## src/hdl/msp_fp_pkg.sv

```systemverilog
// ----------------------------------------------------------------------------
// msp_fp_pkg: shared types and constants of the MSP v1 frame parser
// Frame marker characters, verdict codes and the per-byte result record.
// ----------------------------------------------------------------------------
package msp_fp_pkg;

    // Frame marker characters
    localparam logic [7:0] CHAR_DOLLAR = 8'h24;  // '$'
    localparam logic [7:0] CHAR_M      = 8'h4D;  // 'M'
    localparam logic [7:0] CHAR_LT     = 8'h3C;  // '<' request
    localparam logic [7:0] CHAR_GT     = 8'h3E;  // '>' response

    // Verdict reported with each byte
    typedef enum logic [2:0] {
        ST_BUSY = 3'd0,
        ST_OK   = 3'd1,
        ST_CSUM = 3'd2,
        ST_SIZE = 3'd3,
        ST_HDR  = 3'd4
    } msp_fp_status_t;

    // One result item
    typedef struct packed {
        logic           accepted;
        msp_fp_status_t status;
        logic           payload_valid;
        logic [7:0]     payload_byte;
        logic [5:0]     payload_index;
        logic           direction;
        logic [7:0]     device_id;
        logic [6:0]     data_size;
        logic [7:0]     command;
    } msp_fp_result_t;

endpackage

```

## src/hdl/msp_frame_parser.sv

```systemverilog
// ----------------------------------------------------------------------------
// msp_frame_parser: byte-serial MSP v1 frame parser
// Takes one received byte per transfer and returns one result per byte.
// ----------------------------------------------------------------------------
// Usage:
//   s_valid/s_ready/s_rx_byte carry received serial bytes, one per transfer.
//   Every byte yields exactly one transfer on m_valid/m_ready with the parse
//   verdict (m_status), the streamed payload byte and its index when the byte
//   was payload, and the header fields of the current or last frame.
//   A frame is '$' 'M' '<'|'>' id size cmd payload[size] xor. A bad header
//   byte or an oversize length drops back to idle; the checksum byte reports
//   ok or checksum error and returns to idle.
//   Path: the input register holds the byte, the core decodes it, and the
//   result register holds its result. Throughput: one byte per cycle while
//   m_ready keeps up, set by the single decode step between the two registers.
//   Stall: while m_ready is low the result register holds; one more byte
//   waits in the input register, then s_ready drops.
//   Reset (aresetn low, synchronous): both registers empty, parser idle, all
//   header fields and the checksum cleared.
// ----------------------------------------------------------------------------
module msp_frame_parser
    import msp_fp_pkg::*;
#(
    parameter int MAX_PAYLOAD = 64
) (
    input  logic       aclk,
    input  logic       aresetn,

    input  logic       s_valid,
    output logic       s_ready,
    input  logic [7:0] s_rx_byte,

    output logic       m_valid,
    input  logic       m_ready,
    output logic       m_accepted,
    output logic [2:0] m_status,
    output logic       m_payload_valid,
    output logic [7:0] m_payload_byte,
    output logic [5:0] m_payload_index,
    output logic       m_direction,
    output logic [7:0] m_device_id,
    output logic [6:0] m_data_size,
    output logic [7:0] m_command
);

    logic           in_vld_reg;
    logic [7:0]     in_byte_reg;
    logic           out_vld_reg;
    msp_fp_result_t out_reg;
    msp_fp_result_t core_result;
    logic           advance;
    logic           step;

    // Move a byte on whenever the result register is free or being taken
    assign advance = !out_vld_reg || m_ready;
    assign s_ready = !in_vld_reg || advance;
    assign step    = in_vld_reg && advance;

    msp_fp_core #(
        .MAX_PAYLOAD (MAX_PAYLOAD)
    ) u_core (
        .aclk    (aclk),
        .aresetn (aresetn),
        .step    (step),
        .rx_byte (in_byte_reg),
        .result  (core_result)
    );

    // Input register
    always_ff @(posedge aclk) begin
        if (!aresetn) begin
            in_vld_reg <= 1'b0;
        end else if (s_ready) begin
            in_vld_reg <= s_valid;
        end
        if (s_ready && s_valid) begin
            in_byte_reg <= s_rx_byte;
        end
    end

    // Result register
    always_ff @(posedge aclk) begin
        if (!aresetn) begin
            out_vld_reg <= 1'b0;
        end else if (advance) begin
            out_vld_reg <= in_vld_reg;
        end
        if (step) begin
            out_reg <= core_result;
        end
    end

    assign m_valid         = out_vld_reg;
    assign m_accepted      = out_reg.accepted;
    assign m_status        = out_reg.status;
    assign m_payload_valid = out_reg.payload_valid;
    assign m_payload_byte  = out_reg.payload_byte;
    assign m_payload_index = out_reg.payload_index;
    assign m_direction     = out_reg.direction;
    assign m_device_id     = out_reg.device_id;
    assign m_data_size     = out_reg.data_size;
    assign m_command       = out_reg.command;

endmodule

```

## src/hdl/msp_fp_core.sv

```systemverilog
// ----------------------------------------------------------------------------
// msp_fp_core: frame state machine of the MSP v1 parser
// Decodes one byte per step, holds the frame header fields and the running
// XOR checksum, and forms the result record for that byte.
// ----------------------------------------------------------------------------
module msp_fp_core
    import msp_fp_pkg::*;
#(
    parameter int MAX_PAYLOAD = 64
) (
    input  logic           aclk,
    input  logic           aresetn,
    input  logic           step,
    input  logic [7:0]     rx_byte,
    output msp_fp_result_t result
);

    localparam logic [7:0] MaxPayload = 8'(MAX_PAYLOAD);

    typedef enum logic [2:0] {
        PH_IDLE  = 3'd0,
        PH_START = 3'd1,
        PH_M     = 3'd2,
        PH_ARROW = 3'd3,
        PH_DEV   = 3'd4,
        PH_SIZE  = 3'd5,
        PH_BODY  = 3'd6
    } phase_t;

    phase_t     phase_reg,  phase_next;
    logic       dir_reg,    dir_next;
    logic [7:0] dev_reg,    dev_next;
    logic [7:0] size_reg,   size_next;
    logic [7:0] cmd_reg,    cmd_next;
    logic [7:0] offset_reg, offset_next;
    logic [7:0] xor_reg,    xor_next;

    // Decode the byte against the current phase
    always_comb begin
        phase_next  = phase_reg;
        dir_next    = dir_reg;
        dev_next    = dev_reg;
        size_next   = size_reg;
        cmd_next    = cmd_reg;
        offset_next = offset_reg;
        xor_next    = xor_reg;

        result               = '0;
        result.accepted      = 1'b1;
        result.status        = ST_BUSY;

        case (phase_reg)
            PH_IDLE: begin
                if (rx_byte == CHAR_DOLLAR) begin
                    phase_next = PH_START;
                end else begin
                    result.accepted = 1'b0;
                end
            end
            PH_START: begin
                if (rx_byte == CHAR_M) begin
                    phase_next = PH_M;
                end else begin
                    phase_next    = PH_IDLE;
                    result.status = ST_HDR;
                end
            end
            PH_M: begin
                if (rx_byte == CHAR_LT || rx_byte == CHAR_GT) begin
                    dir_next   = (rx_byte == CHAR_GT);
                    phase_next = PH_ARROW;
                end else begin
                    phase_next    = PH_IDLE;
                    result.status = ST_HDR;
                end
            end
            PH_ARROW: begin
                dev_next   = rx_byte;
                phase_next = PH_DEV;
            end
            PH_DEV: begin
                // drop frames whose size exceeds the payload limit
                if (rx_byte > MaxPayload) begin
                    phase_next    = PH_IDLE;
                    result.status = ST_SIZE;
                end else begin
                    size_next   = rx_byte;
                    offset_next = '0;
                    xor_next    = rx_byte;
                    phase_next  = PH_SIZE;
                end
            end
            PH_SIZE: begin
                cmd_next   = rx_byte;
                xor_next   = xor_reg ^ rx_byte;
                phase_next = PH_BODY;
            end
            PH_BODY: begin
                if (offset_reg < size_reg) begin
                    // stream the payload byte out with its position
                    xor_next             = xor_reg ^ rx_byte;
                    result.payload_valid = 1'b1;
                    result.payload_byte  = rx_byte;
                    result.payload_index = offset_reg[5:0];
                    offset_next          = offset_reg + 8'd1;
                end else begin
                    // checksum byte closes the frame
                    result.status = (xor_reg == rx_byte) ? ST_OK : ST_CSUM;
                    phase_next    = PH_IDLE;
                end
            end
            default: begin
                phase_next = PH_IDLE;
            end
        endcase

        result.direction = dir_next;
        result.device_id = dev_next;
        result.data_size = size_next[6:0];
        result.command   = cmd_next;
    end

    // Hold parser state; advance on each consumed byte
    always_ff @(posedge aclk) begin
        if (!aresetn) begin
            phase_reg  <= PH_IDLE;
            dir_reg    <= 1'b0;
            dev_reg    <= '0;
            size_reg   <= '0;
            cmd_reg    <= '0;
            offset_reg <= '0;
            xor_reg    <= '0;
        end else if (step) begin
            phase_reg  <= phase_next;
            dir_reg    <= dir_next;
            dev_reg    <= dev_next;
            size_reg   <= size_next;
            cmd_reg    <= cmd_next;
            offset_reg <= offset_next;
            xor_reg    <= xor_next;
        end
    end

endmodule

```

## config.mk

```make
export PLATFORM = sky130hd
export DESIGN_NAME = msp_frame_parser
export DESIGN_NICKNAME = d
export VERILOG_FILES = /design/src/hdl/msp_fp_pkg.sv /design/src/hdl/msp_frame_parser.sv /design/src/hdl/msp_fp_core.sv
export SDC_FILE = /design/constraint.sdc
export NUM_CORES = 1
export LEC_CHECK = 0
export BUFFER_PORTS_ARGS = -buffer_cell sky130_fd_sc_hd__buf_4
export CELL_PAD_IN_SITES_DETAIL_PLACEMENT = 1
export CELL_PAD_IN_SITES_GLOBAL_PLACEMENT = 2
export CORE_ASPECT_RATIO = 0.8
export CORE_MARGIN = 5
export CORE_UTILIZATION = 37
export DETAILED_ROUTE_END_ITERATION = 12
export GPL_TIMING_DRIVEN = 0
export PLACE_DENSITY_LB_ADDON = 0.1
export SYNTH_ARGS = -nofsm -noshare
export SYNTH_HDL_FRONTEND = slang
export SYNTH_HIERARCHICAL = 1
export SYNTH_SLANG_ARGS = --single-unit
export TNS_END_PERCENT = 30
```

## constraint.sdc

```tcl
create_clock -name aclk -period 4.93 [get_ports aclk]
set_input_delay 0.7395 -clock aclk [delete_from_list [all_inputs] [get_ports aclk]]
set_output_delay 0.7395 -clock aclk [all_outputs]
set_load 0.05 [all_outputs]
```

==> impl_metrics.env <==
export IMPL_clockBufferDepth=2
export IMPL_wl_per_cell_um=18.3
export IMPL_worst_ep_arrival_time_ns=3.03
export IMPL_synth_nets=434
export IMPL_ant_nets=0
export IMPL_antenna_found_initial=0
export IMPL_grt_max_degree=28
export IMPL_avgSynthCellArea_um2=10.7
export IMPL_drc_errors=0
export IMPL_core_area_um2=11600
export IMPL_track_usage_pct=16.6
export IMPL_fillers=1249
export IMPL_layout_commonest_cell="buf_4"
export IMPL_rsz0062_at_grt="no"
export IMPL_nets=502
export IMPL_cts_made_buffers=9
export IMPL_critical_path_required_ns=5.19
export IMPL_ioPinCount=57
export IMPL_path_depth=8
export IMPL_synthDominantCellAreaShare_pct=34.6
export IMPL_antenna_cells=0
export IMPL_min_path_type="reg -> reg"
export IMPL_r2r_cells=6
export IMPL_holdPathStages=2
export IMPL_fin_skew_ns=0.00718
export IMPL_clkSinkCount=97
export IMPL_synth_cell_types=58
export IMPL_async_reset_ff_share_pct=0
export IMPL_crit_buf_inv=4
export IMPL_via_per_inst=5.21
export IMPL_power_leakage_nw=2.02
export IMPL_die_h_um=108
export IMPL_grt_pass1_vias=3488
export IMPL_path_max_fanout=27
export IMPL_drv_slew=0
export IMPL_vias=3309
export IMPL_irDropWorstVdd_mv=0.150
export IMPL_hold_buffers=0
export IMPL_regArea_um2=2450
export IMPL_path_class="in -> reg"
export IMPL_grt_overflow=0
export IMPL_cp_top_family="buffers and inverters"
export IMPL_relSlewSlack_pct=42.1
export IMPL_netlist_top_cells_area="edfxtp_1 (35%), dfxtp_1 (21%), mux2_2 (4.6%), nand2_1 (4.3%), nor2_1 (3.3%)"
export IMPL_postLayoutCellArea_um2=5400
export IMPL_finalCriticalPeriod_ns=2.77
export IMPL_multi_input_area_um2=1810
export IMPL_max_freq_mhz=361
export IMPL_root_buffer="clkbuf_16"
export IMPL_synth_edf_count=51
export IMPL_post_cts_buffers=0
export IMPL_clk_pin_slew_ns=0.07
export IMPL_totalWireLength_mm=11.6
export IMPL_io_buffers=56
export IMPL_crit_path_top_delay_cell="nor2b_4"
export IMPL_dpl_cell_area_um2=5060
export IMPL_p_per_area_nw_per_um2=342
export IMPL_grt_pass1_wl_mm=18.7
export IMPL_die_x_um=132
export IMPL_synth_top_area_cell="edfxtp_1"
export IMPL_cp_slowest_stage_delay_ns=0.65
export IMPL_cts_tree="done"
export IMPL_crit_path_cell_trace="buf_4 -> nor2b_4 -> nor2b_4 -> buf_12 -> clkbuf_1 -> clkbuf_1 -> nor2_1 -> nor3_1"
export IMPL_clk_latency_ns=0.34
export IMPL_seq_area_frac_synth_pct=55.4
export IMPL_drt_iter0_drc=128
export IMPL_firstDrtPassIters=5
export IMPL_htreeDepth=3
export IMPL_syn_cell_area_um2=4430
export IMPL_crit_path_end_kind="flip-flop"
export IMPL_row_count=35
export IMPL_ys_dominant_reg_cell="edfxtp_1"
export IMPL_status="finished, final reports clean"
export IMPL_synth_seq_cells=97
export IMPL_dieArea_um2=14300
export IMPL_syn2layout_area_growth_pct=21.9
export IMPL_cp_start_kind="input pin"
export IMPL_layout_drive_gt1_share_pct=24.6
export IMPL_gp_congestion=0.818
export IMPL_finalHoldViolCount=0
export IMPL_worst_slew_pin_slew_ns=0.868
export IMPL_yosysWarnings=6
export IMPL_cts_resized=0
export IMPL_dp_hpwl_mm=8.24
export IMPL_start_util_pct=38.2
export IMPL_finalSetupViolations=0
export IMPL_fin_crit_sh_pct=56.2
export IMPL_final_util_pct=46.6
export IMPL_netlist_instances=414
export IMPL_mostFrequentLayoutCells="buf_4 (57), edfxtp_1 (51), nand2_1 (51), dfxtp_1 (46), nor2_1 (39)"
export IMPL_timing_max_cap_violations=0
-- area by class of cell --
type	instances	share of cell area, %
multi-input combinational	280	33.4
timing repair buffer	57	8.15
sequential	97	45.4
tap	148	3.43
buffer	26	2.55
clock inverter	5	1.97
inverter	11	0.764
clock buffer	11	4.31
-- power breakdown --
part / internal [mW] / leakage [nW] / total (mW) / switching, mW
Combinational: 0.0479 / 1.01 / 0.170 / 0.122
Clock: 0.497 / 0.160 / 0.795 / 0.298
Sequential: 0.875 / 0.847 / 0.884 / 0.00950
-- cells by family after synthesis --
group | Yosys count | synth area share, %
XOR/XNOR | 9 | 1.78
adder cells (fa/ha/maj) | 8 | 2.26
buffers and inverters | 37 | 4.04
multiplexers | 20 | 5.14
AND/OR/NAND/NOR | 156 | 17.9
AO/OA/AOI/OAI | 87 | 13.5
flip-flops | 97 | 55.4
-- synthesized netlist by cell type (all sizes together) (5+ instances only) --
| library cell | count |
|---|---|
| a31oi | 6 |
| nand2 | 53 |
| nand3 | 10 |
| buf | 11 |
| nor2 | 40 |
| clkbuf | 15 |
| nor3 | 13 |
| a21oi | 24 |
| dfxtp | 46 |
| nand2b | 5 |
| and2 | 14 |
| ha | 8 |
| mux2 | 19 |
| o211ai | 9 |
| o21a | 6 |
| xnor2 | 8 |
| inv | 9 |
| nor2b | 5 |
| o21ai | 24 |
| edfxtp | 51 |
-- worst register-to-register path, cell delays in order (launching register included) --
cell and delay [ns]:
dfxtp_1 0.43, nor2b_4 0.73, buf_12 0.27, clkbuf_1 0.41, clkbuf_1 0.50, nor2_1 0.11
nor3_1 0.20
-- path summary, 6_finish.rpt --
path                                   startpoint                              end  slack [ns]
setup reg to reg          in_vld_reg$_SDFFE_PN0P_   u_core/dev_reg[2]$_SDFFE_PN0P_        2.19
setup / recovery                          m_ready   u_core/dev_reg[2]$_SDFFE_PN0P_        2.16
hold / removal    u_core/size_reg[4]$_SDFFE_PN0P_  u_core/size_reg[4]$_SDFFE_PN0P_        0.46
hold reg to reg   u_core/size_reg[4]$_SDFFE_PN0P_  u_core/size_reg[4]$_SDFFE_PN0P_        0.46
-- routing by layer --
layer  GRT usage [%]  up-vias  share of wire [%]
met4            4.22        0               0.64
met3            4.07        5                4.9
met2            27.6       65                 48
met1            21.9     1629                 47
met5               0        -                  0
li1                -     1610                  -
-- metrics by stage --
stage                     instances  setup WS (ns)  TNS (ns)  total power [mW]  hold WS, ns
after floorplan                 414          0.586         0              1.01        0.433
after global placement          618          -1.34    -32.83              1.07        0.446
after detailed placement        619           1.82         0              1.07        0.450
after CTS                       635           2.16         0              1.87        0.460
after global routing            635           1.97         0              1.92        0.487
final                           635           2.16         0              1.85        0.461
Power figures use the tool's default switching activity.
